[src/robin_hood_hash_table_core_defines.svh]
// Assertion macros used by the hash table controller
`ifndef ROBIN_HOOD_HASH_TABLE_CORE_DEFINES_SVH
`define ROBIN_HOOD_HASH_TABLE_CORE_DEFINES_SVH

// Implication checked at each rising clock edge, off while reset is high
`define RHH_ASSERT(label, clk, rst, prop, msg) \
   label: assert property (@(posedge clk) disable iff (rst) prop) else $error(msg);

// Same check, also active during reset
`define RHH_ASSERT_ALWAYS(label, clk, prop, msg) \
   label: assert property (@(posedge clk) prop) else $error(msg);

`endif

[src/rhh_pkg.sv]
// Shared types and constants for the Robin Hood hash table
package rhh_pkg;
   localparam int SLOTS = 64;
   localparam int IDX_W = $clog2(SLOTS);
   localparam int CNT_W = IDX_W + 1;
   localparam int KEY_W = 32;
   localparam int VAL_W = 32;
   localparam int KEY_BYTES = 4;
   localparam int BYTE_CNT_W = 2;
   localparam logic [63:0] FNV_BASIS = 64'hcbf29ce484222325;
   localparam logic [63:0] FNV_PRIME = 64'h00000100000001b3;
   localparam logic [6:0] LIMIT_RESET = 7'd48;

   typedef logic [IDX_W-1:0] idx_type;
   typedef logic [CNT_W-1:0] cnt_type;
   typedef logic [KEY_W-1:0] key_type;
   typedef logic [VAL_W-1:0] val_type;

   typedef enum logic [1:0] {
      OP_INSERT = 2'd0,
      OP_LOOKUP = 2'd1,
      OP_REMOVE = 2'd2,
      OP_NONE   = 2'd3
   } op_type;

   typedef enum logic [2:0] {
      ST_INSERTED = 3'd0,
      ST_UPDATED  = 3'd1,
      ST_FOUND    = 3'd2,
      ST_MISSING  = 3'd3,
      ST_REMOVED  = 3'd4,
      ST_FULL     = 3'd5
   } status_type;

   typedef enum logic [3:0] {
      S_IDLE, S_HASH_X, S_HASH_M0, S_HASH_M1, S_HASH_M2,
      S_FIND_RD, S_FIND_CHK, S_PLACE_RD, S_PLACE_CHK,
      S_DROP_RD, S_DROP_CHK, S_DONE
   } state_type;

   typedef struct packed {
      logic start;
      logic busy;
      logic done;
   } hash_ctl_type;
endpackage

[src/rhh_store.sv]
// Slot memories: key/value/distance RAM plus used flops, registered reads
module rhh_store (
   input  logic clock,
   input  logic reset,
   input  rhh_pkg::idx_type rd_idx,
   output rhh_pkg::key_type rd_key,
   output rhh_pkg::val_type rd_val,
   output logic rd_used,
   output rhh_pkg::idx_type rd_dist,
   input  logic wr_en,
   input  rhh_pkg::idx_type wr_idx,
   input  logic wr_kv,
   input  rhh_pkg::key_type wr_key,
   input  rhh_pkg::val_type wr_val,
   input  logic wr_used,
   input  rhh_pkg::idx_type wr_dist
);
   import rhh_pkg::*;

   key_type key_mem [SLOTS];
   val_type val_mem [SLOTS];
   logic [SLOTS-1:0] used_ff;
   // distance is only looked at for used slots, so it needs no reset
   idx_type dist_mem [SLOTS];
   key_type rkey_ff;
   val_type rval_ff;
   logic rused_ff;
   idx_type rdist_ff;

   always_ff @(posedge clock) begin
      if (wr_en && wr_kv) begin
         key_mem[wr_idx] <= wr_key;
         val_mem[wr_idx] <= wr_val;
      end
      if (wr_en) dist_mem[wr_idx] <= wr_dist;
      rkey_ff <= key_mem[rd_idx];
      rval_ff <= val_mem[rd_idx];
      rused_ff <= used_ff[rd_idx];
      rdist_ff <= dist_mem[rd_idx];
   end

   always_ff @(posedge clock) begin
      if (reset) begin
         used_ff <= '0;
      end else if (wr_en) begin
         used_ff[wr_idx] <= wr_used;
      end
   end

   assign rd_key = rkey_ff;
   assign rd_val = rval_ff;
   assign rd_used = rused_ff;
   assign rd_dist = rdist_ff;
endmodule

[config.mk]
export PLATFORM = sky130hd
export DESIGN_NAME = rhh_store
export DESIGN_NICKNAME = d
export VERILOG_FILES = /design/src/robin_hood_hash_table_core_defines.svh /design/src/rhh_pkg.sv /design/src/rhh_store.sv
export SDC_FILE = /design/constraint.sdc
export NUM_CORES = 2
export LEC_CHECK = 0
export ABC_CLOCK_PERIOD_IN_PS = 9200
export BUFFER_PORTS_ARGS = -buffer_cell sky130_fd_sc_hd__buf_4
export CAP_MARGIN = 20
export CORE_MARGIN = 2
export CORE_UTILIZATION = 65
export CTS_CLUSTER_SIZE = 28
export DETAILED_ROUTE_END_ITERATION = 6
export PLACE_DENSITY_LB_ADDON = 0.2
export SLEW_MARGIN = 20
export SYNTH_ARGS = -nofsm -noshare
export SYNTH_HDL_FRONTEND = slang
export SYNTH_MEMORY_MAX_BITS = 65536
export SYNTH_SLANG_ARGS = --single-unit
export TNS_END_PERCENT = 10
[constraint.sdc]
create_clock -name clock -period 9.2 [get_ports clock]
set_input_delay 1.38 -clock clock [delete_from_list [all_inputs] [get_ports clock]]
set_output_delay 1.38 -clock clock [all_outputs]
set_load 0.01 [all_outputs]
# Word-level counts from Yosys, hierarchy flattened
# Memory sizes are Yosys's and may differ from the RTL's. A register that Yosys moved wholly into a read port is not among the register bits.
# Index checks and enable logic that the tools add are counted.
word_totals:
  input_bits: 87
  memories: 3
  out_inout_bits: 71
  wordCells: 19
  rom_bits: 0
  reg_bits: 65
  mem_bits_rw: 4480
  latch_bits: 0
memory_table:
  columns: ["memory", "depth", "word_bits", "read_ports", "rd_clocked_by_memory_dff", "write_ports", "line_no", "rtl"]
  rows:
  - ["key_mem", 64, 32, 1, 1, 1, "rhh_store.sv:20", "key_type key_mem [SLOTS];"]
  - ["val_mem", 64, 32, 1, 1, 1, "rhh_store.sv:21", "val_type val_mem [SLOTS];"]
  - ["dist_mem", 64, 6, 1, 1, 1, "rhh_store.sv:24", "idx_type dist_mem [SLOTS];"]
classes:
  n_shift: 0
  mux: 9
  n_reduce_logical: 2
  multipliers: 0
  div: 0
  eq_ne: 0
  order_cmp: 3
  add_sub_neg: 0
  bitwise_logic: 0
ops:
  columns: ["op", "count"]
  rows:
  - ["64-bit bitwise mux", 1]
  - ["6-bit by 7-bit < comparator with 1-bit output (second input constant)", 2]
  - ["1-bit binary-select mux with 6-bit select", 1]
  - ["1-bit demux with 6-bit select", 1]
  - ["6-bit by 1-bit greater-or-equal comparator with 1-bit output (second input constant)", 1]
  - ["1-bit two-way mux", 6]
  - ["1-bit logical AND", 2]

# Longest topological paths before layout
depth:
  ltp_word: 5
  mapped_depth: 9

# Least setup slack after synthesis
# Ideal clock, no wire load.
synth_path:
  path_type: "input-to-reg"
  from: "input wr_idx[5]"
  to: "memory key_mem[47][0] (netlist name), enable pin"
  arrival_ns: 4.139
  stages: 6
  slack_ns: 4.632
  path_buffers: 2
  cell_sequence: "clkbuf_1 nand2_1 or2_2 clkbuf_1 nor2_1 and2_1"
synth_lines:
  columns: ["item", "line_no", "rtl"]
  rows:
  - ["start, declared", "rhh_store.sv:11", "input rhh_pkg::idx_type wr_idx,"]
  - ["end, declared", "rhh_store.sv:20", null]
# Straight into the memory's write port.

==> qor.yml <==
status: "completed"
cts.path.max_buffers: 4
synth_top_cell_by_area: "sky130_fd_sc_hd__edfxtp_1"
critPathLaunchType: "primary input"
cts_hold_bufs: 0
syn-cell-area_um2: 173000
synth.lib_cells_used.distinct: 37
power.total_mw: 42.9
vdd_ir_drop_max_mv: 0.222
cp.arrival_ns: 5.67
cp_cell_sequence: "buf_8 -> buf_4 -> buf_4 -> buf_4 -> mux4_2 -> o22ai_1 -> nor4_1 -> o22a_1"
synthesis.instances: 7529
synthesis.area_per_instance_um2: 23.0
hold_path.class: "register to register"
die_y_um: 520
critical_path_depth: 8
synth_most_common_cell: "sky130_fd_sc_hd__edfxtp_1"
routed-via-count: 87200
grtUsageTotal: 0.354
fp-row-count: 189
gp_congestion: 0.840
tritoncts: "built"
pin_count: 158
hold_viol_final: 0
finalSetupTns_ns: 0
worst_reg_to_reg_cells: 5
synth.net_count: 7616
sequential_fraction_of_the_synthesis_area: 0.792
clkSlewWorstSetupHoldPaths_ns: 0.06
worst_ep_required_time_ns: 10.11
place.detailed.hpwl_mm: 253
fin_skew_ns: 0.0573
post_cts.resized_instances: 0
synth-edff-count: 4480
worstPathBufferInverterCount: 4
critPathMostFrequentCell: "sky130_fd_sc_hd__buf_4"
critPathTopFamily: "buffers and inverters"
max-cap-violations: 0
ys_async_sr_fraction: 0
critical_path_class: "primary input to register"
drc: 0
clock-sinks: 4615
cts_post_setup_buffers_inserted: 0
placeableCoreArea_um2: 265000
drt-initial-drc-count: 14800
num-nets-final: 7916
die_ar_um2: 271000
postRouteWirelength_mm: 475
place.port_buffers: 157
path_max_fanout: 61
grt_first_pass_wirelength_mm: 665
report.final.slew_viol_count: 0
critPathMaxStageDelay_ns: 1.04
grt_max_degree: 139
numCtsBuffers: 433
h-tree-depth: 5
worst_slack_ns: 4.44
initial_core_util: 0.653
rsz_0062_raised_after_global_routing: "false"
initial_antenna_violation_count: 24
dpl_worst_slack_ns: 3.60
cp_slowest_cell: "sky130_fd_sc_hd__nor4_1"
ctsRootBufferMaster: "sky130_fd_sc_hd__clkbuf_16"
netlist_top_cells_count: "sky130_fd_sc_hd__edfxtp_1, sky130_fd_sc_hd__mux4_2, sky130_fd_sc_hd__o22ai_1"
synthDominantCellAreaShare: 0.777
first_global_vias: 87000
post-route-period-util: 0.517
drtPass1Iterations: 7
detailed_route_wire_length_per_cell_um: 40.4
synth.area.top_cells: "sky130_fd_sc_hd__edfxtp_1, sky130_fd_sc_hd__mux4_2, sky130_fd_sc_hd__dfxtp_1"
achievable-frequency_ghz: 0.210
drive_above_1_share: 0.267
max-slew-margin-rel: 0.182
power.density_nw_per_um2: 223
leakagePower_nw: 59.5
hold-path-cell-count: 2
synth.ff_latch_count: 4615
globalRouteOverflowTotal: 0
synth_warnings: 0
worst_slew_pin_slew_ns: 1.22
layout_min_cycle_time_ns: 4.76
antenna_left: 0
die_width_um: 520
worstSkewPairLatency_ns: 1.00
endpoint_kind: "register"
setup_violations: 0
viasPerCell: 7.43
area_delta_synth_final_pct: 11.1
synthFlopType: "sky130_fd_sc_hd__edfxtp_1"
## routing by layer
metal  share of wire  global-route usage  up-vias
li1                -                   -    32900
met1            0.34               0.488    45500
met2            0.47               0.544     7505
met3            0.13              0.0828     1237
met4           0.059               0.178       10
met5         0.00013                   0        -
## layout by cell type, fill, tap and decap left out, drive strengths merged
master       n
o22a        37
nor4        61
a22oi        8
and2        44
clkbuf     569
o221ai      66
mux2        44
clkinvlp    19
diode       19
o21a        28
nand2       84
mux2i       64
nand2b      11
a211oi      28
a221oi      19
bufinv      31
or2          4
nor3        34
mux4      1128
clkinv     169
nor2       117
nand4        5
a22o        12
inv         10
buf        310
nand3       13
nand3b       2
or3          2
dfxtp      135
o31ai        4
o22ai      357
a21oi      104
nor2b       36
nor3b        2
and3        30
edfxtp    4480
or3b         3
o21ai      121
## final timing paths
check,from,endpoint,slack [ns]
max,rd_idx[1],rd_val[1],4.44
min reg2reg,used_ff[22],used_ff[22],0.48
min,used_ff[22],used_ff[22],0.48
max reg2reg,val_mem[51][19],rd_val[19],6.85
## metrics by stage
stage / hold slack [ns] / cell area (µm²) / cells / utilization
detailed placement: 0.467 / 178000 / 10900 / 0.673
floorplan: 0.451 / 173000 / 7529 / -
global placement: 0.457 / 178000 / 10900 / 0.673
CTS: 0.477 / 192000 / 11700 / 0.725
global route: 0.490 / 192000 / 11700 / 0.726
finish: 0.477 / 192000 / 11700 / 0.726
## state kept, by name, indices dropped and copies added, names as in the netlist
name / count
dist_mem: 384
key_mem: 2048
rd_dist: 6
rd_key: 32
rd_used: 1
rd_val: 32
used_ff: 64
val_mem: 2048
## cell type report
| class | count | area [µm²] |
|---|---|---|
| flip-flops and latches | 4615 | 137000 |
| fillers | 14200 | 72700 |
| multi-input cells | 2468 | 34200 |
| clock buffers | 568 | 11700 |
| well taps | 3533 | 4420 |
| repair buffers | 311 | 2560 |
| clock inverters | 229 | 2210 |
| diodes | 19 | 47.5 |
## worst register-to-register path, stage by stage, from the launching register on
cell                       delay, ns
sky130_fd_sc_hd__edfxtp_1       0.39
sky130_fd_sc_hd__mux4_2         0.49
sky130_fd_sc_hd__nor2b_1        0.14
sky130_fd_sc_hd__a211oi_1       0.49
sky130_fd_sc_hd__o22ai_1        0.47
sky130_fd_sc_hd__o21a_1         0.26
## kinds of logic (layout without fill, tap and decap cells)
logic type / count (synthesis) / after routing / synth area share
multiplexers: 1236 / 1236 / 0.153
other: 0 / 19 / 0
flip-flops: 4615 / 4615 / 0.792
buffers and inverters: 446 / 1108 / 0.0123
AO/OA/AOI/OAI: 784 / 784 / 0.0291
AND/OR/NAND/NOR: 448 / 448 / 0.0130
## power breakdown
part / leakage [nW] / switching, mW / internal [mW]
combinational: 11.3 / 1.30 / 0.710
sequential: 41.4 / 0.111 / 23.2
clock: 6.75 / 7.75 / 9.85
Note: power is estimated with default switching activity, not from simulation.
