==> src/robin_hood_hash_table_core_defines.svh <==
// Assertion macros used by the hash table controller
`ifndef ROBIN_HOOD_HASH_TABLE_CORE_DEFINES_SVH
`define ROBIN_HOOD_HASH_TABLE_CORE_DEFINES_SVH

// Implication checked at each rising clock edge, off while reset is high
`define RHH_ASSERT(label, clk, rst, prop, msg) \
   label: assert property (@(posedge clk) disable iff (rst) prop) else $error(msg);

// Same check, also active during reset
`define RHH_ASSERT_ALWAYS(label, clk, prop, msg) \
   label: assert property (@(posedge clk) prop) else $error(msg);

`endif

==> src/rhh_pkg.sv <==
// Shared types and constants for the Robin Hood hash table
package rhh_pkg;
   localparam int SLOTS = 64;
   localparam int IDX_W = $clog2(SLOTS);
   localparam int CNT_W = IDX_W + 1;
   localparam int KEY_W = 32;
   localparam int VAL_W = 32;
   localparam int KEY_BYTES = 4;
   localparam int BYTE_CNT_W = 2;
   localparam logic [63:0] FNV_BASIS = 64'hcbf29ce484222325;
   localparam logic [63:0] FNV_PRIME = 64'h00000100000001b3;
   localparam logic [6:0] LIMIT_RESET = 7'd48;

   typedef logic [IDX_W-1:0] idx_type;
   typedef logic [CNT_W-1:0] cnt_type;
   typedef logic [KEY_W-1:0] key_type;
   typedef logic [VAL_W-1:0] val_type;

   typedef enum logic [1:0] {
      OP_INSERT = 2'd0,
      OP_LOOKUP = 2'd1,
      OP_REMOVE = 2'd2,
      OP_NONE   = 2'd3
   } op_type;

   typedef enum logic [2:0] {
      ST_INSERTED = 3'd0,
      ST_UPDATED  = 3'd1,
      ST_FOUND    = 3'd2,
      ST_MISSING  = 3'd3,
      ST_REMOVED  = 3'd4,
      ST_FULL     = 3'd5
   } status_type;

   typedef enum logic [3:0] {
      S_IDLE, S_HASH_X, S_HASH_M0, S_HASH_M1, S_HASH_M2,
      S_FIND_RD, S_FIND_CHK, S_PLACE_RD, S_PLACE_CHK,
      S_DROP_RD, S_DROP_CHK, S_DONE
   } state_type;

   typedef struct packed {
      logic start;
      logic busy;
      logic done;
   } hash_ctl_type;
endpackage

==> src/rhh_hash.sv <==
// Iterative FNV-1a hash: one byte per pass, h times the low part of the prime in four 16-bit slices
module rhh_hash (
   input  logic clock,
   input  logic reset,
   input  logic start,
   input  rhh_pkg::key_type key,
   output logic busy,
   output logic done,
   output rhh_pkg::idx_type home
);
   import rhh_pkg::*;

   // only the low 64 bits of h*prime matter; prime = 2^40 + 0x1b3
   // h*prime = (h << 40) + h*0x1b3 ; h*0x1b3 done as four 16-bit slices
   logic [63:0] h_ff, h_in;
   logic [63:0] acc_ff, acc_in;
   logic [1:0] slice_ff, slice_in;
   logic [BYTE_CNT_W-1:0] byte_ff, byte_in;
   logic mul_ff, mul_in;
   logic busy_ff, busy_in;
   logic done_ff, done_in;
   logic [15:0] hpart;
   logic [63:0] prod;

   always_comb begin
      hpart = h_ff[16*slice_ff +: 16];
      prod = 64'(({48'd0, hpart} * 64'h1b3) << (16 * slice_ff));
   end

   always_comb begin
      h_in = h_ff;
      acc_in = acc_ff;
      slice_in = slice_ff;
      byte_in = byte_ff;
      mul_in = mul_ff;
      busy_in = busy_ff;
      done_in = 1'b0;
      if (start) begin
         h_in = FNV_BASIS;
         byte_in = '0;
         mul_in = 1'b0;
         busy_in = 1'b1;
      end else if (busy_ff) begin
         if (!mul_ff) begin
            h_in = h_ff ^ {56'd0, key[8*byte_ff +: 8]};
            acc_in = (h_ff ^ {56'd0, key[8*byte_ff +: 8]}) << 40;
            slice_in = '0;
            mul_in = 1'b1;
         end else begin
            acc_in = acc_ff + prod;
            slice_in = slice_ff + 2'd1;
            if (slice_ff == 2'd3) begin
               h_in = acc_ff + prod;
               mul_in = 1'b0;
               byte_in = byte_ff + 1'b1;
               if (byte_ff == BYTE_CNT_W'(KEY_BYTES - 1)) begin
                  busy_in = 1'b0;
                  done_in = 1'b1;
               end
            end
         end
      end
   end

   always_ff @(posedge clock) begin
      h_ff <= h_in;
      acc_ff <= acc_in;
      slice_ff <= slice_in;
      byte_ff <= byte_in;
      mul_ff <= mul_in;
      if (reset) begin
         busy_ff <= 1'b0;
         done_ff <= 1'b0;
      end else begin
         busy_ff <= busy_in;
         done_ff <= done_in;
      end
   end

   assign busy = busy_ff;
   assign done = done_ff;
   assign home = h_ff[IDX_W-1:0];
endmodule

==> config.mk <==
export PLATFORM = sky130hd
export DESIGN_NAME = rhh_hash
export DESIGN_NICKNAME = d
export VERILOG_FILES = /design/src/robin_hood_hash_table_core_defines.svh /design/src/rhh_pkg.sv /design/src/rhh_hash.sv
export SDC_FILE = /design/constraint.sdc
export NUM_CORES = 1
export LEC_CHECK = 0
export BUFFER_PORTS_ARGS = -buffer_cell sky130_fd_sc_hd__buf_2
export CORE_UTILIZATION = 40
export DETAILED_ROUTE_END_ITERATION = 8
export GPL_TIMING_DRIVEN = 0
export PLACE_DENSITY = 0.62
export SLEW_MARGIN = 5
export SYNTH_ARGS = -nofsm -noshare
export SYNTH_HDL_FRONTEND = slang
export SYNTH_SLANG_ARGS = --single-unit
==> constraint.sdc <==
create_clock -name clock -period 14.8 [get_ports clock]
set_input_delay 0.74 -clock clock [delete_from_list [all_inputs] [get_ports clock]]
set_output_delay 0.74 -clock clock [all_outputs]
set_load 0.005 [all_outputs]
# --- Yosys cells after proc, flatten, opt, wreduce, memory -nomap -nowiden ---
# Index checks and enable logic that the tools add are counted.
word_totals:
  elab_cells: 38
  output_inout_bits: 8
  regBits: 135
  in_bits: 35
classes:
  n_eq_ne: 3
  mux: 11
  reduce_logical: 4
  n_shift: 3
  bitwise: 5
  multipliers: 1
  n_addsub: 3
op_table:
  columns: ["operator", "n"]
  rows:
  - ["2-to-1 mux 64 bit", 3]
  - ["adder 64 bit", 1]
  - ["indexed part select 64 x 7 -> 16 bit", 1]
  - ["left shift 25 x 6 -> 64 bit", 1]
  - ["bitwise XOR 64 x 8 -> 64 bit", 1]
  - ["indexed part select 32 x 6 -> 8 bit", 1]
  - ["multiplier 16 x 9 -> 25 bit, second input constant", 1]
  - ["2-to-1 mux 1 bit", 8]
  - ["OR reduction 5 bit", 1]
  - ["adder 2 x 1 -> 2 bit, second input constant", 2]
  - ["equality test 2 bit, second input constant", 2]
  - ["inverter 1 bit", 4]
  - ["AND reduction 2 bit", 2]
  - ["AND reduction 3 bit", 1]
  - ["inequality test 2 x 1 -> 1 bit, second input constant", 1]

# --- Longest topological paths before layout ---
depth:
  depth_word: 6
  ltp_mapped: 35

# --- Worst setup path after synthesis ---
# OpenSTA, ideal clock, no wires.
synth_timing:
  path_kind: "reg2reg"
  startpoint: "register slice_ff[0]"
  endpoint: "register acc_ff[51] (data pin)"
  slack_ns: 6.228
  stages_incl_launch_ff: 33
  required_time_ns: 14.540
  synth_period_minus_slack_ns: 8.572
  arrival_ns: 8.312
  n_path_buf: 3
  setup_time_ns: 0.260
  path_cell_list: "edfxtp_1 -> buf_1 -> buf_1 -> mux4_2 -> ha_1 -> inv_1 -> fa_1 -> inv_1 -> fa_1 -> inv_1 -> fa_1 -> inv_1 -> ha_1 -> or3_1 -> o211ai_1 -> a21oi_1 -> a221oi_1 -> a2bb2oi_1 -> a21boi_0 -> xnor2_1 -> nor2b_1 -> a211oi_1 -> ha_1 -> buf_2 -> nand4_2 -> or3_1 -> a2111oi_4 -> o21ai_1 -> nand2_2 -> a31oi_1 -> o31ai_1 -> xor2_1 -> mux2_2"
synth_via:
  elab_chain_len: 5
synth_lines:
  columns: ["item", "line_no", "text"]
  rows:
  - ["start, declared", "rhh_hash.sv:17", "logic [1:0] slice_ff, slice_in;"]
  - ["start signal, assigned", "rhh_hash.sv:68", "slice_ff <= slice_in;"]
  - ["indexed part select 64 x 7 -> 16 bit", "rhh_hash.sv:26", "hpart = h_ff[16*slice_ff +: 16];"]
  - ["multiplier 16 x 9 -> 25 bit", "rhh_hash.sv:27", "prod = 64'(({48'd0, hpart} * 64'h1b3) << (16 * slice_ff));"]
  - ["left shift 25 x 6 -> 64 bit (*)", "rhh_hash.sv:27", null]
  - ["adder 64 bit (*)", "rhh_hash.sv:50", "acc_in = acc_ff + prod;"]
  - ["2-to-1 mux 64 bit (*)", "rhh_hash.sv:44", "if (!mul_ff) begin"]
  - ["end signal, assigned", "rhh_hash.sv:67", "acc_ff <= acc_in;"]
  - ["end, declared", "rhh_hash.sv:16", "logic [63:0] acc_ff, acc_in;"]
# Mark *: on every way between the ends. The rest lies on a longest branch, timed or not.
# A chain may end at the register's enable or synchronous reset.

# --- Worst setup path after layout ---
layout_timing:
  startpoint: "register slice_ff[1]"
  endpoint: "register acc_ff[51] (data pin)"
# Same word-level chain as after synthesis.

==> impl_metrics.yaml <==
job:
  maxCapViolations: 0
global_routing:
  grt_max_degree: 29
  grt_pass1_vias: 11294
  antenna_found_initial: 0
  grt_overflow: 0
  grt_pass1_wl_um: 67300
  globalRouteTotalUtil_pct: 27.3
synth:
  netlist_top_cells_count: "nand2_1, a21oi_1, nor2_1"
  synthArstFlopShare_pct: 0
  synth_edf_count: 66
  ys_seq_area_share_pct: 26.0
  synth_area_leaders: "edfxtp_1, ha_1, dfxtp_1"
  yosysMostFrequentCell: "nand2_1"
  syn_nets: 1724
  synth_area_um2: 12900
  avgSynthCellArea_um2: 8.51
  yosys_register_bits: 135
  yosysWarnings: 0
  synth_top_area_cell: "edfxtp_1"
  ys.flop_type: "dfxtp_1"
  ys_types: 80
  syn_inst: 1517
  synth_top_area_share_pct: 15.3
routing:
  drtPass1Iterations: 6
  vias: 12001
  drtIter0Drc: 1479
  finalWirelength_um: 44800
  wl_per_cell_um: 22.5
  route.detailed.drc: 0
  postRouteAntennaNets: 0
  via_per_inst: 6.02
clock_network:
  cts_buffers: 17
  clockBufferDepth: 2
  cts_tree: "yes"
  hold_buffers: 0
  postCtsSetupRepairBufs: 0
  clk_latency_ns: 0.44
  cts-htree-levels: 4
  cts-resized-gates: 0
  cts.sinks: 135
  cts-root-buf: "clkbuf_16"
  clk_pin_slew_ns: 0.07
critical_path:
  r2r-end: "acc_ff[51]$_DFFE_PP_"
  critPathSlowestCell: "xnor2_1"
  rrSetupSlack_ns: 3.97
  r2r_cells: 32
  critPathLaunch: "slice_ff[1]$_SDFFCE_PN0P_"
  critPathKind: "flop to flop"
  setup.worst_path.end: "acc_ff[51]$_DFFE_PP_"
  endpoint_kind: "flop"
  cpMostUsedCell: "ha_1"
  cp_max_fo: 10
  required_ns: 14.99
  cp_data_arrival_time_ns: 11.02
  r2r_start: "slice_ff[1]$_SDFFCE_PN0P_"
  start_kind: "flop"
  slowest_delay_ns: 0.61
sta:
  worstMarginPinSlew_ns: 1.43
  final-setup-viol-count: 0
  finClkSkew_ns: 0.0106
  min_period_over_period_pct: 73.2
  hold_violations: 0
  layout_min_cycle_time_ns: 10.83
  rsz0062_at_grt: "false"
  setup_tns_ns: 0
  fmax_mhz: 92.3
  finalMaxSlewViolations: 0
  slew_headroom_pct: 4.01
floorplanning:
  die_area_um2: 33000
  io_pins: 43
  die_h_um: 182
  initial_core_util_pct: 40.8
  die-width_um: 182
  rows: 65
  core_area_um2: 31600
placement:
  place_congestion: 0.974
  io_buffer_count: 41
  dp_cells: 1962
  dp_hpwl_um: 35500
power:
  power_density_nw_per_um2: 238
  ir_worst_vdd_v: 0.0000982
  cellLeakagePower_nw: 5.97
worst_hold_path:
  hp-start: "h_ff[36]$_SDFFE_PP0P_"
  hp-class: "flop to flop"
finish:
  fin_util_pct: 45.1
  seqCellArea_um2: 3360
  drive_gt1_share_pct: 9.61
  final_cells: 1995
  multi_input_area_um2: 8760
  fin_nets: 1786
  nFillCells: 3067
  synthToLayoutAreaGrowth_pct: 10.4
outcome:
  outcome: "finished, final reports clean"
==> routing by layer <==
layer | vias to the layer above | global-route usage, % | routed length (µm)
met5 | - | 0 | 0
li1 | 5486 | - | -
met4 | 0 | 12.8 | 1970
met2 | 656 | 42.9 | 20000
met1 | 5756 | 36.5 | 18500
met3 | 103 | 4.53 | 4250
==> power breakdown <==
part / switching, W / leakage (nW) / internal (W)
clock: 0.000177 / 0.281 / 0.000250
sequential: 0.0000133 / 1.18 / 0.000434
combinational: 0.00172 / 4.51 / 0.000793
total: 0.00191 / 5.97 / 0.00148
==> area by class of cell <==
type                    count  area share, %
clock inverters            11          0.658
plain buffers              83           2.39
repair buffers             43           1.77
well taps                 402           3.53
flip-flops and latches    135           23.6
multi-input cells        1177           61.5
diodes                      1         0.0175
inverters                 122           3.21
clock buffers              21           3.39
==> cells by family (layout without fill, tap and decap cells) <==
group,after synthesis,after routing,synth area share [%]
buffers and inverters,205,280,6.18
other,0,1,0
AOI/OAI and AO/OA,394,394,19.7
xor gates and xnor gates,99,99,6.71
DFF,135,135,26.0
adders and majority gates,172,172,19.0
and+or+nand+nor,473,473,16.9
muxes,39,39,5.47
==> stage by stage <==
stage | hold slack (ns) | worst slack [ns] | power [W] | cell area [µm²]
floorplan | 0.432 | 6.23 | 0.00208 | 12900
global placement | 0.441 | 4.29 | 0.00286 | 13600
detailed placement | 0.448 | 4.28 | 0.00287 | 13700
CTS | 0.456 | 4.18 | 0.00331 | 14300
global route | 0.477 | 3.74 | 0.00358 | 14300
finish | 0.455 | 3.97 | 0.00339 | 14300
==> critical path: cells and delay by family, from the launching register on <==
family	cells	cell delay, ns
AO/OA/AOI/OAI	10	2.89
XOR/XNOR	3	1.19
adder cells (fa/ha/maj)	6	2.35
buffers and inverters	6	1.58
flip-flops	1	0.39
multiplexers	2	0.82
AND/OR/NAND/NOR	5	1.31
==> sequential cells by signal, indices dropped and copies added, names as in the netlist <==
register and flops:
acc_ff 64, busy 1, byte_ff 2, done 1, h_ff 64, mul_ff 1, slice_ff 2
==> cells in the final DEF (no fill, tap or decap), types with 8 or more instances in the layout <==
cell type  netlist  layout
nand2_1        156     156
a21oi_1        136     136
nor2_1         135     134
ha_1           131     131
inv_1          119     119
o21ai_0         71      71
clkbuf_1        67      69
dfxtp_1         69      69
edfxtp_1        66      66
xnor2_1         50      50
xor2_1          49      49
buf_2            5      46
nand3_1         43      43
fa_1            41      41
and2_1          37      37
a21o_1          33      33
mux4_2          24      24
nor3_1          21      21
nand4_1         21      21
o21bai_1        20      20
clkbuf_16        0      19
o22ai_1         15      15
o211ai_1        13      13
mux2_2          13      13
nor2b_1         12      12
a31oi_1         11      11
a211oi_1        10      10
nand2b_1        10      10
o21ai_1         10      10
or3_1            8       8
and3_1           8       8
==> worst min path at each step <==
stage                            endpoint  slack (ns)  cells past startpoint
finish              h_ff[36]$_SDFFE_PP0P_        0.46                      2
global route        h_ff[36]$_SDFFE_PP0P_        0.48                      2
CTS                 h_ff[36]$_SDFFE_PP0P_        0.46                      2
detailed placement  h_ff[36]$_SDFFE_PP0P_        0.45                      2
global placement    h_ff[36]$_SDFFE_PP0P_        0.44                      2
floorplan           h_ff[26]$_SDFFE_PP1P_        0.43                      2
(Power assumes the default switching activity.)
