==> config.mk <==
export PLATFORM = sky130hd
export DESIGN_NAME = rhh_ctrl_flat
export DESIGN_NICKNAME = d
export VERILOG_FILES = /design/src/rhh_pkg.sv /design/src/rhh_if.sv /design/src/rhh_ctrl.sv /design/src/flat_wrapper.sv
export VERILOG_INCLUDE_DIRS = /design/src /design/src/src
export SDC_FILE = /design/constraint.sdc
export NUM_CORES = 1
export LEC_CHECK = 0
export BUFFER_PORTS_ARGS = -buffer_cell sky130_fd_sc_hd__buf_2
export CAP_MARGIN = 5
export CELL_PAD_IN_SITES_DETAIL_PLACEMENT = 1
export CELL_PAD_IN_SITES_GLOBAL_PLACEMENT = 1
export CORE_UTILIZATION = 41
export CTS_CLUSTER_DIAMETER = 200
export DETAILED_ROUTE_END_ITERATION = 7
export PLACE_DENSITY = 0.95
export SETUP_SLACK_MARGIN = 0.2
export SYNTH_ARGS = -nofsm -noshare
export SYNTH_HDL_FRONTEND = slang
export SYNTH_SLANG_ARGS = --single-unit
==> constraint.sdc <==
create_clock -name clock -period 10.1 [get_ports clock]
set_clock_uncertainty 0.2 [all_clocks]
set_input_delay 1.01 -clock clock [delete_from_list [all_inputs] [get_ports clock]]
set_output_delay 1.01 -clock clock [all_outputs]
set_load 0.02 [all_outputs]
==> src/robin_hood_hash_table_core_defines.svh <==
// Assertion macros used by the hash table controller
`ifndef ROBIN_HOOD_HASH_TABLE_CORE_DEFINES_SVH
`define ROBIN_HOOD_HASH_TABLE_CORE_DEFINES_SVH

// Implication checked at each rising clock edge, off while reset is high
`define RHH_ASSERT(label, clk, rst, prop, msg) \
   label: assert property (@(posedge clk) disable iff (rst) prop) else $error(msg);

// Same check, also active during reset
`define RHH_ASSERT_ALWAYS(label, clk, prop, msg) \
   label: assert property (@(posedge clk) prop) else $error(msg);

`endif

==> src/rhh_pkg.sv <==
// Shared types and constants for the Robin Hood hash table
package rhh_pkg;
   localparam int SLOTS = 64;
   localparam int IDX_W = $clog2(SLOTS);
   localparam int CNT_W = IDX_W + 1;
   localparam int KEY_W = 32;
   localparam int VAL_W = 32;
   localparam int KEY_BYTES = 4;
   localparam int BYTE_CNT_W = 2;
   localparam logic [63:0] FNV_BASIS = 64'hcbf29ce484222325;
   localparam logic [63:0] FNV_PRIME = 64'h00000100000001b3;
   localparam logic [6:0] LIMIT_RESET = 7'd48;

   typedef logic [IDX_W-1:0] idx_type;
   typedef logic [CNT_W-1:0] cnt_type;
   typedef logic [KEY_W-1:0] key_type;
   typedef logic [VAL_W-1:0] val_type;

   typedef enum logic [1:0] {
      OP_INSERT = 2'd0,
      OP_LOOKUP = 2'd1,
      OP_REMOVE = 2'd2,
      OP_NONE   = 2'd3
   } op_type;

   typedef enum logic [2:0] {
      ST_INSERTED = 3'd0,
      ST_UPDATED  = 3'd1,
      ST_FOUND    = 3'd2,
      ST_MISSING  = 3'd3,
      ST_REMOVED  = 3'd4,
      ST_FULL     = 3'd5
   } status_type;

   typedef enum logic [3:0] {
      S_IDLE, S_HASH_X, S_HASH_M0, S_HASH_M1, S_HASH_M2,
      S_FIND_RD, S_FIND_CHK, S_PLACE_RD, S_PLACE_CHK,
      S_DROP_RD, S_DROP_CHK, S_DONE
   } state_type;

   typedef struct packed {
      logic start;
      logic busy;
      logic done;
   } hash_ctl_type;
endpackage

==> src/rhh_if.sv <==
// Valid/ready channel interfaces for requests and responses
interface rhh_req_if;
   import rhh_pkg::*;
   logic valid;
   logic ready;
   logic [1:0] op;
   key_type key;
   val_type value;
   modport source (output valid, op, key, value, input ready);
   modport sink (input valid, op, key, value, output ready);
endinterface

interface rhh_rsp_if;
   import rhh_pkg::*;
   logic valid;
   logic ready;
   logic [2:0] status;
   val_type found_value;
   cnt_type entry_count;
   modport source (output valid, status, found_value, entry_count, input ready);
   modport sink (input valid, status, found_value, entry_count, output ready);
endinterface

==> src/rhh_ctrl.sv <==
// Request sequencer: hash, probe, displacing insert, backward-shift remove
`include "robin_hood_hash_table_core_defines.svh"
module rhh_ctrl (
   input  logic clock,
   input  logic reset,
   rhh_req_if.sink req,
   rhh_rsp_if.source rsp,
   input  logic [6:0] limit,
   output rhh_pkg::hash_ctl_type hctl,
   output rhh_pkg::key_type hkey,
   input  rhh_pkg::idx_type home,
   output rhh_pkg::idx_type rd_idx,
   input  rhh_pkg::key_type rd_key,
   input  rhh_pkg::val_type rd_val,
   input  logic rd_used,
   input  rhh_pkg::idx_type rd_dist,
   output logic wr_en,
   output rhh_pkg::idx_type wr_idx,
   output logic wr_kv,
   output rhh_pkg::key_type wr_key,
   output rhh_pkg::val_type wr_val,
   output logic wr_used,
   output rhh_pkg::idx_type wr_dist,
   input  logic hash_busy,
   input  logic hash_done
);
   import rhh_pkg::*;

   state_type state_ff, state_in;
   op_type op_ff, op_in;
   key_type key_ff, key_in;
   val_type val_ff, val_in;
   idx_type idx_ff, idx_in;
   logic [CNT_W-1:0] dist_ff, dist_in;   // one wider so a full walk ends
   cnt_type cnt_ff, cnt_in;
   logic [2:0] status_ff, status_in;
   val_type vout_ff, vout_in;
   logic rsp_valid_ff, rsp_valid_in;
   logic [CNT_W-1:0] lim_eff;
   idx_type nxt;

   assign nxt = idx_ff + 1'b1;
   assign lim_eff = (limit > 7'(SLOTS)) ? CNT_W'(SLOTS) : CNT_W'(limit);

   always_ff @(posedge clock) begin
      op_ff <= op_in;
      key_ff <= key_in;
      val_ff <= val_in;
      idx_ff <= idx_in;
      dist_ff <= dist_in;
      status_ff <= status_in;
      vout_ff <= vout_in;
      if (reset) begin
         state_ff <= S_IDLE;
         cnt_ff <= '0;
         rsp_valid_ff <= 1'b0;
      end else begin
         state_ff <= state_in;
         cnt_ff <= cnt_in;
         rsp_valid_ff <= rsp_valid_in;
      end
   end

   always_comb begin
      state_in = state_ff;
      op_in = op_ff;
      key_in = key_ff;
      val_in = val_ff;
      idx_in = idx_ff;
      dist_in = dist_ff;
      cnt_in = cnt_ff;
      status_in = status_ff;
      vout_in = vout_ff;
      rsp_valid_in = rsp_valid_ff;
      hctl = '0;
      rd_idx = idx_ff;
      wr_en = 1'b0;
      wr_idx = idx_ff;
      wr_kv = 1'b0;
      wr_key = key_ff;
      wr_val = val_ff;
      wr_used = 1'b1;
      wr_dist = dist_ff[IDX_W-1:0];
      req.ready = (state_ff == S_IDLE);
      unique case (state_ff)
         S_IDLE: begin
            if (req.valid) begin
               op_in = op_type'(req.op);
               key_in = req.key;
               val_in = req.value;
               hctl.start = 1'b1;
               state_in = S_HASH_X;
            end
         end
         S_HASH_X, S_HASH_M0, S_HASH_M1, S_HASH_M2: begin
            if (hash_done) begin
               idx_in = home;
               dist_in = '0;
               state_in = S_FIND_RD;
            end
         end
         S_FIND_RD: state_in = S_FIND_CHK;
         S_FIND_CHK: begin
            if (!rd_used || dist_ff > CNT_W'(rd_dist) || dist_ff == CNT_W'(SLOTS)) begin
               // key absent
               status_in = ST_MISSING;
               vout_in = '0;
               state_in = S_DONE;
               if (op_ff == OP_INSERT) begin
                  if (cnt_ff + 1'b1 > lim_eff) begin
                     status_in = ST_FULL;
                  end else begin
                     status_in = ST_INSERTED;
                     cnt_in = cnt_ff + 1'b1;
                     idx_in = home;
                     dist_in = '0;
                     state_in = S_PLACE_RD;
                  end
               end
            end else if (rd_key == key_ff) begin
               state_in = S_DONE;
               vout_in = '0;
               case (op_ff)
                  OP_INSERT: begin
                     wr_en = 1'b1;
                     wr_kv = 1'b1;
                     wr_key = rd_key;
                     wr_dist = rd_dist;
                     status_in = ST_UPDATED;
                  end
                  OP_LOOKUP: begin
                     status_in = ST_FOUND;
                     vout_in = rd_val;
                  end
                  OP_REMOVE: begin
                     wr_en = 1'b1;
                     wr_used = 1'b0;
                     wr_dist = '0;
                     status_in = ST_REMOVED;
                     cnt_in = cnt_ff - 1'b1;
                     state_in = S_DROP_RD;
                  end
                  default: status_in = ST_MISSING;
               endcase
            end else begin
               idx_in = nxt;
               dist_in = dist_ff + 1'b1;
               state_in = S_FIND_RD;
            end
         end
         S_PLACE_RD: state_in = S_PLACE_CHK;
         S_PLACE_CHK: begin
            if (!rd_used) begin
               wr_en = 1'b1;
               wr_kv = 1'b1;
               state_in = S_DONE;
            end else begin
               if (CNT_W'(rd_dist) < dist_ff) begin
                  wr_en = 1'b1;
                  wr_kv = 1'b1;
                  key_in = rd_key;
                  val_in = rd_val;
                  dist_in = CNT_W'(rd_dist) + 1'b1;
               end else begin
                  dist_in = dist_ff + 1'b1;
               end
               idx_in = nxt;
               state_in = S_PLACE_RD;
            end
         end
         S_DROP_RD: begin
            // slot idx is the hole: free it while reading the one after
            wr_en = 1'b1;
            wr_used = 1'b0;
            wr_dist = '0;
            rd_idx = nxt;
            state_in = S_DROP_CHK;
         end
         S_DROP_CHK: begin
            // rd_* holds slot idx+1; pull it back into the hole
            if (!rd_used || rd_dist == '0) begin
               state_in = S_DONE;
            end else begin
               wr_en = 1'b1;
               wr_kv = 1'b1;
               wr_key = rd_key;
               wr_val = rd_val;
               wr_dist = rd_dist - 1'b1;
               idx_in = nxt;
               state_in = S_DROP_RD;
            end
         end
         S_DONE: begin
            rsp_valid_in = 1'b1;
            if (rsp_valid_ff && rsp.ready) begin
               rsp_valid_in = 1'b0;
               state_in = S_IDLE;
            end
         end
         default: state_in = S_IDLE;
      endcase
   end

   assign hkey = key_ff;
   assign rsp.valid = rsp_valid_ff && (state_ff == S_DONE);
   assign rsp.status = status_ff;
   assign rsp.found_value = vout_ff;
   assign rsp.entry_count = cnt_ff;

   `RHH_ASSERT(a_busy_no_ready, clock, reset, (state_ff != S_IDLE) |-> !req.ready,
      "ready high while busy")
   `RHH_ASSERT(a_cnt_range, clock, reset, cnt_ff <= CNT_W'(SLOTS), "count above slot total")
   `RHH_ASSERT(a_rsp_only_done, clock, reset, rsp.valid |-> (state_ff == S_DONE),
      "response outside done state")
   `RHH_ASSERT(a_idle_hash_quiet, clock, reset, (state_ff == S_IDLE) |-> !hash_busy,
      "hash unit busy while idle")
endmodule

==> src/flat_wrapper.sv <==
// flat-port wrapper written by rule: the top's interface ports become plain ports
module rhh_ctrl_flat import rhh_pkg::*;
  (clock, reset, limit, hctl, hkey, home, rd_idx, rd_key, rd_val, rd_used, rd_dist, wr_en, wr_idx, wr_kv, wr_key, wr_val, wr_used, wr_dist, hash_busy, hash_done, req_valid, req_op, req_key, req_value, req_ready, rsp_valid, rsp_status, rsp_found_value, rsp_entry_count, rsp_ready);
  rhh_req_if req_i ();
  rhh_rsp_if rsp_i ();
  input  logic clock;
  input  logic reset;
  input  logic [6:0] limit;
  output rhh_pkg::hash_ctl_type hctl;
  output rhh_pkg::key_type hkey;
  input  rhh_pkg::idx_type home;
  output rhh_pkg::idx_type rd_idx;
  input  rhh_pkg::key_type rd_key;
  input  rhh_pkg::val_type rd_val;
  input  logic rd_used;
  input  rhh_pkg::idx_type rd_dist;
  output logic wr_en;
  output rhh_pkg::idx_type wr_idx;
  output logic wr_kv;
  output rhh_pkg::key_type wr_key;
  output rhh_pkg::val_type wr_val;
  output logic wr_used;
  output rhh_pkg::idx_type wr_dist;
  input  logic hash_busy;
  input  logic hash_done;
  input wire logic [$bits(req_i.valid)-1:0] req_valid;
  input wire logic [$bits(req_i.op)-1:0] req_op;
  input wire logic [$bits(req_i.key)-1:0] req_key;
  input wire logic [$bits(req_i.value)-1:0] req_value;
  output wire logic [$bits(req_i.ready)-1:0] req_ready;
  output wire logic [$bits(rsp_i.valid)-1:0] rsp_valid;
  output wire logic [$bits(rsp_i.status)-1:0] rsp_status;
  output wire logic [$bits(rsp_i.found_value)-1:0] rsp_found_value;
  output wire logic [$bits(rsp_i.entry_count)-1:0] rsp_entry_count;
  input wire logic [$bits(rsp_i.ready)-1:0] rsp_ready;
  assign req_i.valid = req_valid;
  assign req_i.op = req_op;
  assign req_i.key = req_key;
  assign req_i.value = req_value;
  assign req_ready = req_i.ready;
  assign rsp_valid = rsp_i.valid;
  assign rsp_status = rsp_i.status;
  assign rsp_found_value = rsp_i.found_value;
  assign rsp_entry_count = rsp_i.entry_count;
  assign rsp_i.ready = rsp_ready;
  rhh_ctrl u_core (.clock(clock), .reset(reset), .req(req_i), .rsp(rsp_i), .limit(limit), .hctl(hctl), .hkey(hkey), .home(home), .rd_idx(rd_idx), .rd_key(rd_key), .rd_val(rd_val), .rd_used(rd_used), .rd_dist(rd_dist), .wr_en(wr_en), .wr_idx(wr_idx), .wr_kv(wr_kv), .wr_key(wr_key), .wr_val(wr_val), .wr_used(wr_used), .wr_dist(wr_dist), .hash_busy(hash_busy), .hash_done(hash_done));
endmodule
# Word-level counts from Yosys, hierarchy flattened
# Index checks and enable logic that the tools add are counted.
# word_totals
memories	0
ram_bits	0
regBits	126
word_cells	148
romBits	0
latchBits	0
# op_classes
shifts	0
n_bitwise	0
n_mul	0
n_lt_le_gt_ge	4
div	0
n_mux	79
eq_ne	26
addsub	6
n_reduce_logical	23
# ops
cell	count
32-bit 2-to-1 mux	14
32-bit one-hot mux with 2 select lines	3
7-bit 2-to-1 mux	13
6-bit 2-to-1 mux	11
4-bit one-hot mux with 9 select lines	1
32-bit equality test	1
4-bit 2-to-1 mux	8
6-bit one-hot mux with 4 select lines	1
7-bit one-hot mux with 3 select lines	1
6-bit one-hot mux with 3 select lines	1
4-bit by 3-bit equality test with 1-bit output, second input constant	4
4-bit equality test, second input constant	4
1-bit 2-to-1 mux	15
7-bit by 1-bit adder with 7-bit output, second input constant	2
3-bit 2-to-1 mux	4
2-bit inequality test, second input constant	6
6-bit one-hot mux with 2 select lines	1
3-bit one-hot mux with 3 select lines	1
4-bit by 2-bit equality test with 1-bit output, second input constant	2
6-bit by 1-bit adder with 7-bit output, second input constant	1
7-bit equality test, second input constant	1
7-bit by 6-bit greater-than comparator with 1-bit output	1
7-bit greater-than comparator	1
7-bit greater-than comparator, second input constant	1
31 further kinds	40

# Depth between registers and ports, before layout
# Gate-level depths: netlist of the first run.
# logic_depth
depth_word	7
depth_mapped	13
ltp_nobuf	12

# Worst setup path after synthesis of the first run
# Ideal clock, no wire load.
# synth_timing
path_kind	input port to flip-flop
from	input port rd_dist[2]
to	register u_core.key_ff[0], in the netlist u_core.hkey[0] (enable)
arrival_ns	5.342
path_slack_ns	4.059
n_path_buf	2
setup_time_ns	0.499
path_stages	9
path_cell_list	clkbuf_1 inv_1 ha_1 nand3b_1 a21oi_1 o22ai_2 nand2b_1 clkbuf_1 o21bai_1
# synth_via
elab_chain_len	3
# synth_rtl
element	line_no	source
from (decl)	flat_wrapper.sv:16	input rhh_pkg::idx_type rd_dist;
6-bit by 7-bit less-than comparator with 1-bit output	rhh_ctrl.sv:158	if (CNT_W'(rd_dist) < dist_ff) begin
2-bit by 1-bit inequality test with 1-bit output (no line)	--	
4-bit AND reduction (no line)	--	
to (signal assigned)	rhh_ctrl.sv:47	key_ff <= key_in;
to (decl)	rhh_ctrl.sv:31	key_type key_ff, key_in;
# No other way between the ends.
# A chain may end at the register's enable or synchronous reset.

# Worst setup path in the final report of the first run
# layout_timing
from	input port rd_dist[5]
to	output port wr_used
# layout_via
elab_chain_len	5
# layout_rtl
element	line_no	source
7-bit by 6-bit greater-than comparator with 1-bit output	rhh_ctrl.sv:104	if (!rd_used || dist_ff > CNT_W'(rd_dist) || dist_ff == CNT_W'(SLOTS)) begin
1-bit logical OR (2 in a row)	rhh_ctrl.sv:104	
1-bit 2-to-1 mux	rhh_ctrl.sv:104	
1-bit one-hot mux with 2 select lines	rhh_ctrl.sv:85	unique case (state_ff)
to (decl)	flat_wrapper.sv:22	output logic wr_used;
# No other way between the ends.

==> results of run 1 <==
## critical path, stage by stage
cell and delay [ns]:
buf_2 0.15, inv_1 0.10, ha_1 0.34, a211oi_1 0.29, nand2_1 0.11, o22ai_2 0.24, and2_1 0.19, buf_4 0.43
nand4_1 0.54, and2_1 0.35, buf_2 0.15
## state kept, by name (all words and copies together) (netlist names)
signal and flops:
u_core.dist_ff 7, u_core.hkey 32, u_core.op_ff 2, u_core.rsp.entry_count 7, u_core.rsp.found_value 32, u_core.rsp.status 3, u_core.rsp_valid_ff 1, u_core.state_ff 4
u_core.val_ff 32, u_core.wr_idx 6
## worst paths after layout
| kind | startpoint | end | slack (ns) |
|---|---|---|---|
| setup / recovery | rd_dist[5] | wr_used | 4.98 |
| hold / removal | u_core.rsp.entry_count[6] | u_core.rsp.entry_count[6] | 0.35 |
| setup reg to reg | u_core.rsp.entry_count[0] | u_core.dist_ff[2] | 6.12 |
| hold reg to reg | u_core.rsp.entry_count[6] | u_core.rsp.entry_count[6] | 0.35 |
## per-stage QoR
stage / hold WS [ns] / utilization, % / cell area [µm²]
after floorplan: 0.332 / - / 7950
final: 0.346 / 54.9 / 10300
after global placement: 0.305 / 51.6 / 9720
after CTS: 0.350 / 54.9 / 10300
after detailed placement: 0.329 / 51.6 / 9720
after global routing: 0.388 / 54.9 / 10300
## logic make-up after synthesis
kind of cell	Yosys count	share of synthesized area, %
AO/OA/AOI/OAI	81	7.13
XOR/XNOR	58	6.39
adder cells (fa/ha/maj)	25	3.93
buffers and inverters	66	3.78
flip-flops	126	46.1
multiplexers	140	21.2
other	1	0.0472
AND/OR/NAND/NOR	173	11.5
## cell usage in the layout, fill, tap and decap left out, types with 6 or more instances in the layout
master	count
edfxtp_1	114
and3_1	41
o21ai_0	12
mux2i_1	6
ha_1	25
dfxtp_1	12
inv_1	22
buf_2	316
o22ai_1	8
nor2_1	28
nand3_1	23
a221o_1	6
clkbuf_16	17
xnor2_1	13
xor2_1	45
mux2_2	99
nor4_1	11
nor2b_1	6
mux2_4	30
nand2_1	30
a21oi_1	19
## layer usage
metal / up-vias / global-route usage (%)
li1: 3107 / -
met1: 3385 / 28.7
met2: 292 / 46.0
met3: 55 / 6.28
met4: 2 / 12.4
met5: - / 0
## report_power, final
part           leakage (nW)  total (W)  switching, W  internal, W
sequential             1.16   0.000816      0.000111     0.000706
clock                 0.294   0.000648      0.000255     0.000393
combinational          3.16   0.000788      0.000490     0.000299
total                  4.62    0.00225      0.000855      0.00140
## layout make-up
| type | instances | area share, % |
|---|---|---|
| multi-input combinational | 479 | 38.9 |
| sequential | 126 | 35.4 |
| timing repair buffer | 321 | 15.7 |
| clock buffer | 18 | 4.15 |
| tap | 260 | 3.15 |
| clock inverter | 14 | 1.74 |
| inverter | 23 | 0.835 |
| antenna | 4 | 0.0968 |
==> impl_metrics.ini, run 1 <==
[logic_synthesis]
synth_register_bits = 126
count_of_flip_flops_with_a_built_in_enable_after_synthesis = 114
post_synth.cell_area_avg_um2 = 11.9
postSynth.asyncResetShare_pct = 0
synth.cells.most_frequent = edfxtp_1, mux2_2, xor2_1, and3_1
synth_top_cells_by_area = edfxtp_1, mux2_2, mux2_4, xor2_1, ha_1
synth_sequential_area_ratio_pct = 46.1
synth_top_cell_by_area = edfxtp_1
synth_cell_types = 64
syn_area_um2 = 7950
yosys_warnings = 0
cell_count_after_synthesis = 670
post-synth-top-area-fraction_pct = 43.1
ys.flop_type = edfxtp_1
dominant_cell_by_count_in_the_synthesized_netlist = edfxtp_1

[final_layout]
final_layout_net_count = 1149
drive_gt1_share_pct = 49.9
register_area_um2 = 3660
n_fill_cell = 2092
multi_input_combinational_cell_area_um2 = 4030
final_cell_count_no_fill = 1245
area.growth.synth_to_final_pct = 30.1

[min_path]
hp-class = reg2reg
hold_path_depth = 2

[power_and_ir_drop]
p_leak_nw = 4.62
total_power_w = 0.00225
powerDensity_nw_per_um2 = 218
max-vdd-ir-drop_mv = 0.114

[outcome]
status = completed

[clock_tree]
numCtsBuffers = 17
clock_insertion_delay_worst_skew_ns = 0.42
cts.sinks = 126
post_cts_buffers = 0
cts.clk_slew.worst_paths_ns = 0.06
clockBufferDepth = 2
hold_buffers = 0
cts_tree = done
post_cts.resized_instances = 0
number_of_h_tree_levels = 4
cts_root_buffer = clkbuf_16

[floorplanning]
chip_height_um = 141
ioPinCount = 320
placeableCoreArea_um2 = 18800
standard_cell_rows = 50
chipWidth_um = 141
die-area_um2 = 20000
floorplan.initialDensity_pct = 42.2

[drt]
via_count = 6841
met3WireLength_um = 1680
number_of_nets_with_antenna_violations_after_routing = 0
avgViaCountPerCell = 5.49
firstDrtPassIters = 4
detailedRoute.firstIterationViolations = 280
avgRoutedWirePerCell_um = 21.2
met1_length_um = 10100
drc = 0
detailroute.wirelength.met2_um = 13800
highest-signal-layer = met5
drt-total-wl_um = 26400

[placed_design]
buffer_ports.inserted = 316
place.gp.congestion = 0.886
pre_cts_slack_ns = 5.03
dpl.cell_count = 1209
detailed_place_hpwl_um = 19300

[sta]
post-route-min-period_ns = 5.12
worst_slack_ns = 4.98
ratio_of_final_minimum_period_to_clock_period_pct = 50.7
final.setup.tns_ns = 0
final-max-slew-violation-count = 0
worst_slew_margin_rel_pct = 29.0
fmaxAchievable_ghz = 0.195
final_hold_violations = 0
setup-violations-final = 0
timing_worst_slew_pin_value_ns = 1.06
grt_setup_unrepaired = no

[setup_path]
setup.worst_path.class = in2out
end_kind = output port
cp.required_ns = 8.89
cp_max_fo = 48
cp.arrival_ns = 3.91
r2r.worst_path.cells = 11
start_kind = input port

[grt]
number_of_antenna_violations_at_the_first_check_in_global_routing = 4
first_global_vias = 7094
grt.overflow.total = 0
track_usage_pct = 25.7
grt_max_degree = 68
grt_pass1_wl_um = 38800

[job]
cap_viol_max_count = 0
(Power assumes the default switching activity.)
==> run 2: changes to the inputs <==
--- a/config.mk
+++ b/config.mk
@@ -10,10 +10,10 @@
 export CAP_MARGIN = 5
 export CELL_PAD_IN_SITES_DETAIL_PLACEMENT = 1
 export CELL_PAD_IN_SITES_GLOBAL_PLACEMENT = 1
-export CORE_UTILIZATION = 41
+export CORE_UTILIZATION = 34
 export CTS_CLUSTER_DIAMETER = 200
 export DETAILED_ROUTE_END_ITERATION = 7
-export PLACE_DENSITY = 0.95
+export PLACE_DENSITY = 0.86
 export SETUP_SLACK_MARGIN = 0.2
 export SYNTH_ARGS = -nofsm -noshare
 export SYNTH_HDL_FRONTEND = slang
==> constraint.sdc (replaced) <==
create_clock -name clock -period 4.3 [get_ports clock]
set_clock_uncertainty 0.2 [all_clocks]
set_input_delay 0.43 -clock clock [delete_from_list [all_inputs] [get_ports clock]]
set_output_delay 0.43 -clock clock [all_outputs]
set_load 0.02 [all_outputs]
==> impl_metrics.ini, run 2 (synthesis results as in run 1) <==
[floorplanning]
ioPinCount = 320
standard_cell_rows = 55
die-area_um2 = 24000
chipWidth_um = 155
placeableCoreArea_um2 = 22800
floorplan.initialDensity_pct = 34.9
chip_height_um = 155

[final_layout]
n_fill_cell = 2571
diodes = 0
utilization_pct = 46.2
final_layout_net_count = 1165
leading_cell_type_in_the_layout_fill_and_taps_excluded = buf_2
area.growth.synth_to_final_pct = 32.4
drive_gt1_share_pct = 51.2
register_area_um2 = 3660
multi_input_combinational_cell_area_um2 = 4050
layout.cells.most_common_list = buf_2, edfxtp_1, mux2_2
final_cell_count_no_fill = 1310

[setup_path]
r2r.worst_path.cells = 11
path_buf_inv = 2
cp.required_ns = 3.67
reg2reg_slack_ns = 0.57
slowest_stage = edfxtp_1
cp.arrival_ns = 3.46
end_kind = output port
setup.worst_path.class = reg2out
r2r_start = u_core.rsp.entry_count[1]
crit_path_cell_trace = xor2_1 > nor4_2 > nand4_1 > nor2_2 > and4_1 > nor2b_4 > buf_4 > mux2_4 > buf_2
critical_path.reg2reg.endpoint = u_core.dist_ff[3]
cp_max_fo = 13
cp_slowest_stage_delay_ns = 0.51
start_kind = flip-flop
cp_top_family = simple AND/OR/NAND/NOR gates

[drt]
firstDrtPassIters = 4
detailedRoute.firstIterationViolations = 365
avgViaCountPerCell = 5.15
avgRoutedWirePerCell_um = 20.0
number_of_nets_with_antenna_violations_after_routing = 0
drt-total-wl_um = 26200
drc = 0
via_count = 6742

[sta]
setup-violations-final = 0
post-route-min-period_ns = 4.09
final-max-slew-violation-count = 0
final_hold_violations = 0
worst_slack_ns = 0.210
final.setup.tns_ns = 0
ratio_of_final_minimum_period_to_clock_period_pct = 95.1
timing_worst_slew_pin_value_ns = 1.07
worst_slew_margin_rel_pct = 28.4
fmaxAchievable_ghz = 0.245
grt_setup_unrepaired = yes

[placed_design]
detailed_place_hpwl_um = 19600
pre_cts_slack_ns = 0.242
buffer_ports.inserted = 316
dpl.cell_count = 1274
place.gp.congestion = 0.929

[power_and_ir_drop]
powerDensity_nw_per_um2 = 503
max-vdd-ir-drop_mv = 0.228
p_leak_nw = 4.70

[grt]
track_usage_pct = 21.5
grt_max_degree = 49
number_of_antenna_violations_at_the_first_check_in_global_routing = 0
grt_pass1_wl_um = 39100
first_global_vias = 6937
grt.overflow.total = 0

[clock_tree]
cts.clk_slew.worst_paths_ns = 0.06
number_of_h_tree_levels = 4
cts.sinks = 126
clock_insertion_delay_worst_skew_ns = 0.42
cts_tree = done
cts_root_buffer = clkbuf_16
clockBufferDepth = 2
hold_buffers = 0
numCtsBuffers = 17

[job]
cap_viol_max_count = 0

[outcome]
status = completed

[min_path]
holdCritStartpoint = req_op[1]
hold_path_depth = 1
hp-class = in2reg
worstHoldEndpoint = u_core.op_ff[1]
-- run 2: per-layer routing --
layer  part of all wire [%]  global-route usage (%)
met1                     41                    26.0
met2                     50                    36.8
met3                    5.5                    4.12
met4                    3.5                    10.0
met5                      0                       0
-- run 2: through the flow --
step                instance area [µm²]  hold slack [ns]  power (W)
global route                      10500           0.0302    0.00554
CTS                               10500           0.0190    0.00532
floorplan                          7960            0.329    0.00310
detailed placement                 9880            0.334    0.00382
finish                            10500           0.0414    0.00530
global placement                   9880            0.309    0.00374
-- run 2: power by group --
| part | internal [W] | total [W] | switching [W] | leakage, nW |
|---|---|---|---|---|
| sequential | 0.00165 | 0.00187 | 0.000221 | 1.16 |
| combinational | 0.000751 | 0.00195 | 0.00120 | 3.25 |
| clock | 0.000828 | 0.00147 | 0.000643 | 0.283 |
-- run 2: cell type report --
type,instances,area share [%]
Clock buffer,17,4.04
Clock inverter,15,1.56
Inverter,23,0.820
Multi-Input combinational cell,480,38.5
Sequential cell,126,34.8
Tap cell,313,3.72
Timing Repair Buffer,336,16.6
-- run 2: how the worst max path moves through the flow --
stage                           start        endpoint  slack (ns)  cells after the start
global placement           rd_dist[5]      wr_key[24]        0.31                     12
CTS                 u_core.dist_ff[5]      wr_key[20]        0.18                      9
finish                u_core.hkey[29]      wr_key[24]        0.21                      9
global route          u_core.hkey[29]      wr_key[24]        0.18                      9
floorplan                  rd_dist[2]  u_core.hkey[0]        0.20                      9
detailed placement         rd_dist[5]      wr_key[28]        0.24                     12
-- run 2: timing repair --
item | in CTS | in global routing
endpoints found under the setup margin | 16 | 16
resized for setup | 3 | 4
endpoints found under the hold margin | 0 | 0
gates cloned | 1 | 0
setup buffers | 1 | 2
==> run 3: changes to the inputs <==
--- a/config.mk
+++ b/config.mk
@@ -8,10 +8,8 @@
 export LEC_CHECK = 0
 export BUFFER_PORTS_ARGS = -buffer_cell sky130_fd_sc_hd__buf_2
 export CAP_MARGIN = 5
-export CELL_PAD_IN_SITES_DETAIL_PLACEMENT = 1
-export CELL_PAD_IN_SITES_GLOBAL_PLACEMENT = 1
-export CORE_UTILIZATION = 34
-export CTS_CLUSTER_DIAMETER = 200
+export CORE_UTILIZATION = 45
+export CTS_CLUSTER_DIAMETER = 50
 export DETAILED_ROUTE_END_ITERATION = 7
 export PLACE_DENSITY = 0.86
 export SETUP_SLACK_MARGIN = 0.2
==> impl_metrics.ini, run 3 (synthesis results as in run 1) <==
[job]
cap_viol_max_count = 0

[drt]
drt-total-wl_um = 22800
avgViaCountPerCell = 5.49
firstDrtPassIters = 4
detailedRoute.firstIterationViolations = 371
number_of_nets_with_antenna_violations_after_routing = 0
via_count = 6696
drc = 0
avgRoutedWirePerCell_um = 18.7

[final_layout]
area.growth.synth_to_final_pct = 30.8
diodes = 0
layout.cells.most_common_list = buf_2, edfxtp_1, mux2_2
drive_gt1_share_pct = 50.8
n_fill_cell = 1416
final_layout_net_count = 1162
utilization_pct = 60.1
leading_cell_type_in_the_layout_fill_and_taps_excluded = buf_2

[outcome]
status = completed

[setup_path]
cp.required_ns = 3.67
setup.worst_path.class = reg2out
end_kind = output port
cp_max_fo = 48
start_kind = flip-flop
cp.arrival_ns = 3.30

[sta]
final.setup.tns_ns = 0
final-max-slew-violation-count = 0
timing_worst_slew_pin_value_ns = 1.06
ratio_of_final_minimum_period_to_clock_period_pct = 91.3
setup-violations-final = 0
post-route-min-period_ns = 3.93
fmaxAchievable_ghz = 0.255
grt_setup_unrepaired = yes
final_hold_violations = 0
worst_slew_margin_rel_pct = 29.4

[grt]
groute.layer.met2.usage_pct = 41.3
global_route.usage.met3_pct = 7.09
number_of_antenna_violations_at_the_first_check_in_global_routing = 0
global_route.peak_usage_layer = met2
track_usage_pct = 24.5
gr-usage-met1_pct = 29.3
grt_max_degree = 49
first_global_vias = 6553
grt.overflow.total = 0
grt_pass1_wl_um = 33700

[clock_tree]
number_of_h_tree_levels = 4
clockBufferDepth = 2
numCtsBuffers = 17
cts_tree = done
cts.clk_slew.worst_paths_ns = 0.06
cts_root_buffer = clkbuf_16
cts.sinks = 126
clock_insertion_delay_worst_skew_ns = 0.41

[floorplanning]
floorplan.initialDensity_pct = 46.0
standard_cell_rows = 48
chip_height_um = 135
chipWidth_um = 135
ioPinCount = 320
die-area_um2 = 18200
placeableCoreArea_um2 = 17300

[power_and_ir_drop]
p_comb_share_pct = 35.9
sequential_fraction_of_design_power_pct = 36.6
p_leak_nw = 4.69
swShare_pct = 38.9
power.internal_w = 0.00316
switchingPower_w = 0.00201
max-vdd-ir-drop_mv = 0.298
powerDensity_nw_per_um2 = 498
power_frac_clock_pct = 27.5

[placed_design]
detailed_place_hpwl_um = 16800
buffer_ports.inserted = 316
place.gp.congestion = 0.965

[min_path]
hp-class = in2reg
-- run 3: changes by cell type in the layout (fill, tap and decap cells not counted), sizes merged --
| cell | previous run | this run |
|---|---|---|
| buf | 336 | 331 |
| clkinv | 0 | 4 |
| clkinvlp | 3 | 1 |
| dlygate4sd3 | 0 | 2 |
| bufinv | 1 | 0 |
| inv | 34 | 33 |
-- run 3: final timing paths --
kind / start / cells after the start / end / slack (ns)
max reg2reg: u_core.rsp.entry_count[0] / 11 / u_core.dist_ff[0] / 0.56
min reg2reg: u_core.rsp.entry_count[6] / 2 / u_core.rsp.entry_count[6] / 0.32
min: home[4] / 3 / u_core.wr_idx[4] / 0.10
max: u_core.dist_ff[5] / 10 / wr_dist[2] / 0.37
-- run 3: routing by layer --
layer	vias to the layer above	wire, µm
met4	0	554
met3	41	1940
li1	3141	-
met2	312	11300
met5	-	0
met1	3202	9010
-- run 3: per-stage QoR --
step | setup WS, ns | total power [W] | cells | instance area, µm² | hold WS (ns)
4_1_cts | 0.233 | 0.00519 | 1219 | 10400 | 0.0803
5_1_grt | 0.177 | 0.00542 | 1219 | 10400 | 0.0960
3_5_place_dp | 0.208 | 0.00376 | 1183 | 9760 | 0.311
3_3_place_gp | 0.329 | 0.00371 | 1183 | 9760 | 0.310
2_1_floorplan | 0.203 | 0.00310 | 671 | 7960 | 0.329
6_report | 0.373 | 0.00517 | 1219 | 10400 | 0.102
-- run 3: area by class of cell --
type                       instances  area (µm²)  area share [%]
sequential                       126        3660            35.2
clock buffer                      17         425            4.09
multi-input combinational        480        4050            38.9
tap                              225         282            2.71
timing repair buffer             333        1730            16.6
clock inverter                    15         160            1.54
inverter                          23        86.3           0.831
-- run 3: timing repair --
item                                    CTS  global route
endpoints found under the setup margin   13            37
hold endpoints to repair                  2             0
setup buffers                             1             0
hold buffers                              2             0
gates cloned                              1             0
resized for setup                         0             5
-- run 3: worst max-delay path, cell delays in order, from the launching register on --
cell and delay [ns]:
edfxtp_1 0.51, ha_1 0.36, a211oi_1 0.25, nand2_1 0.11, o22ai_2 0.20, and2_1 0.20, buf_6 0.31, o2111a_1 0.30
nor2_1 0.11, a221o_1 0.36, buf_2 0.16
-- run 3: power groups by stage --
stage	Clock, W	Sequential, W	Combinational, W
final	0.00142	0.00189	0.00186
after global routing	0.00149	0.00192	0.00200
after CTS	0.00145	0.00189	0.00185
after detailed placement	0	0.00191	0.00184
after global placement	0	0.00190	0.00181
after floorplan	0	0.00196	0.00114
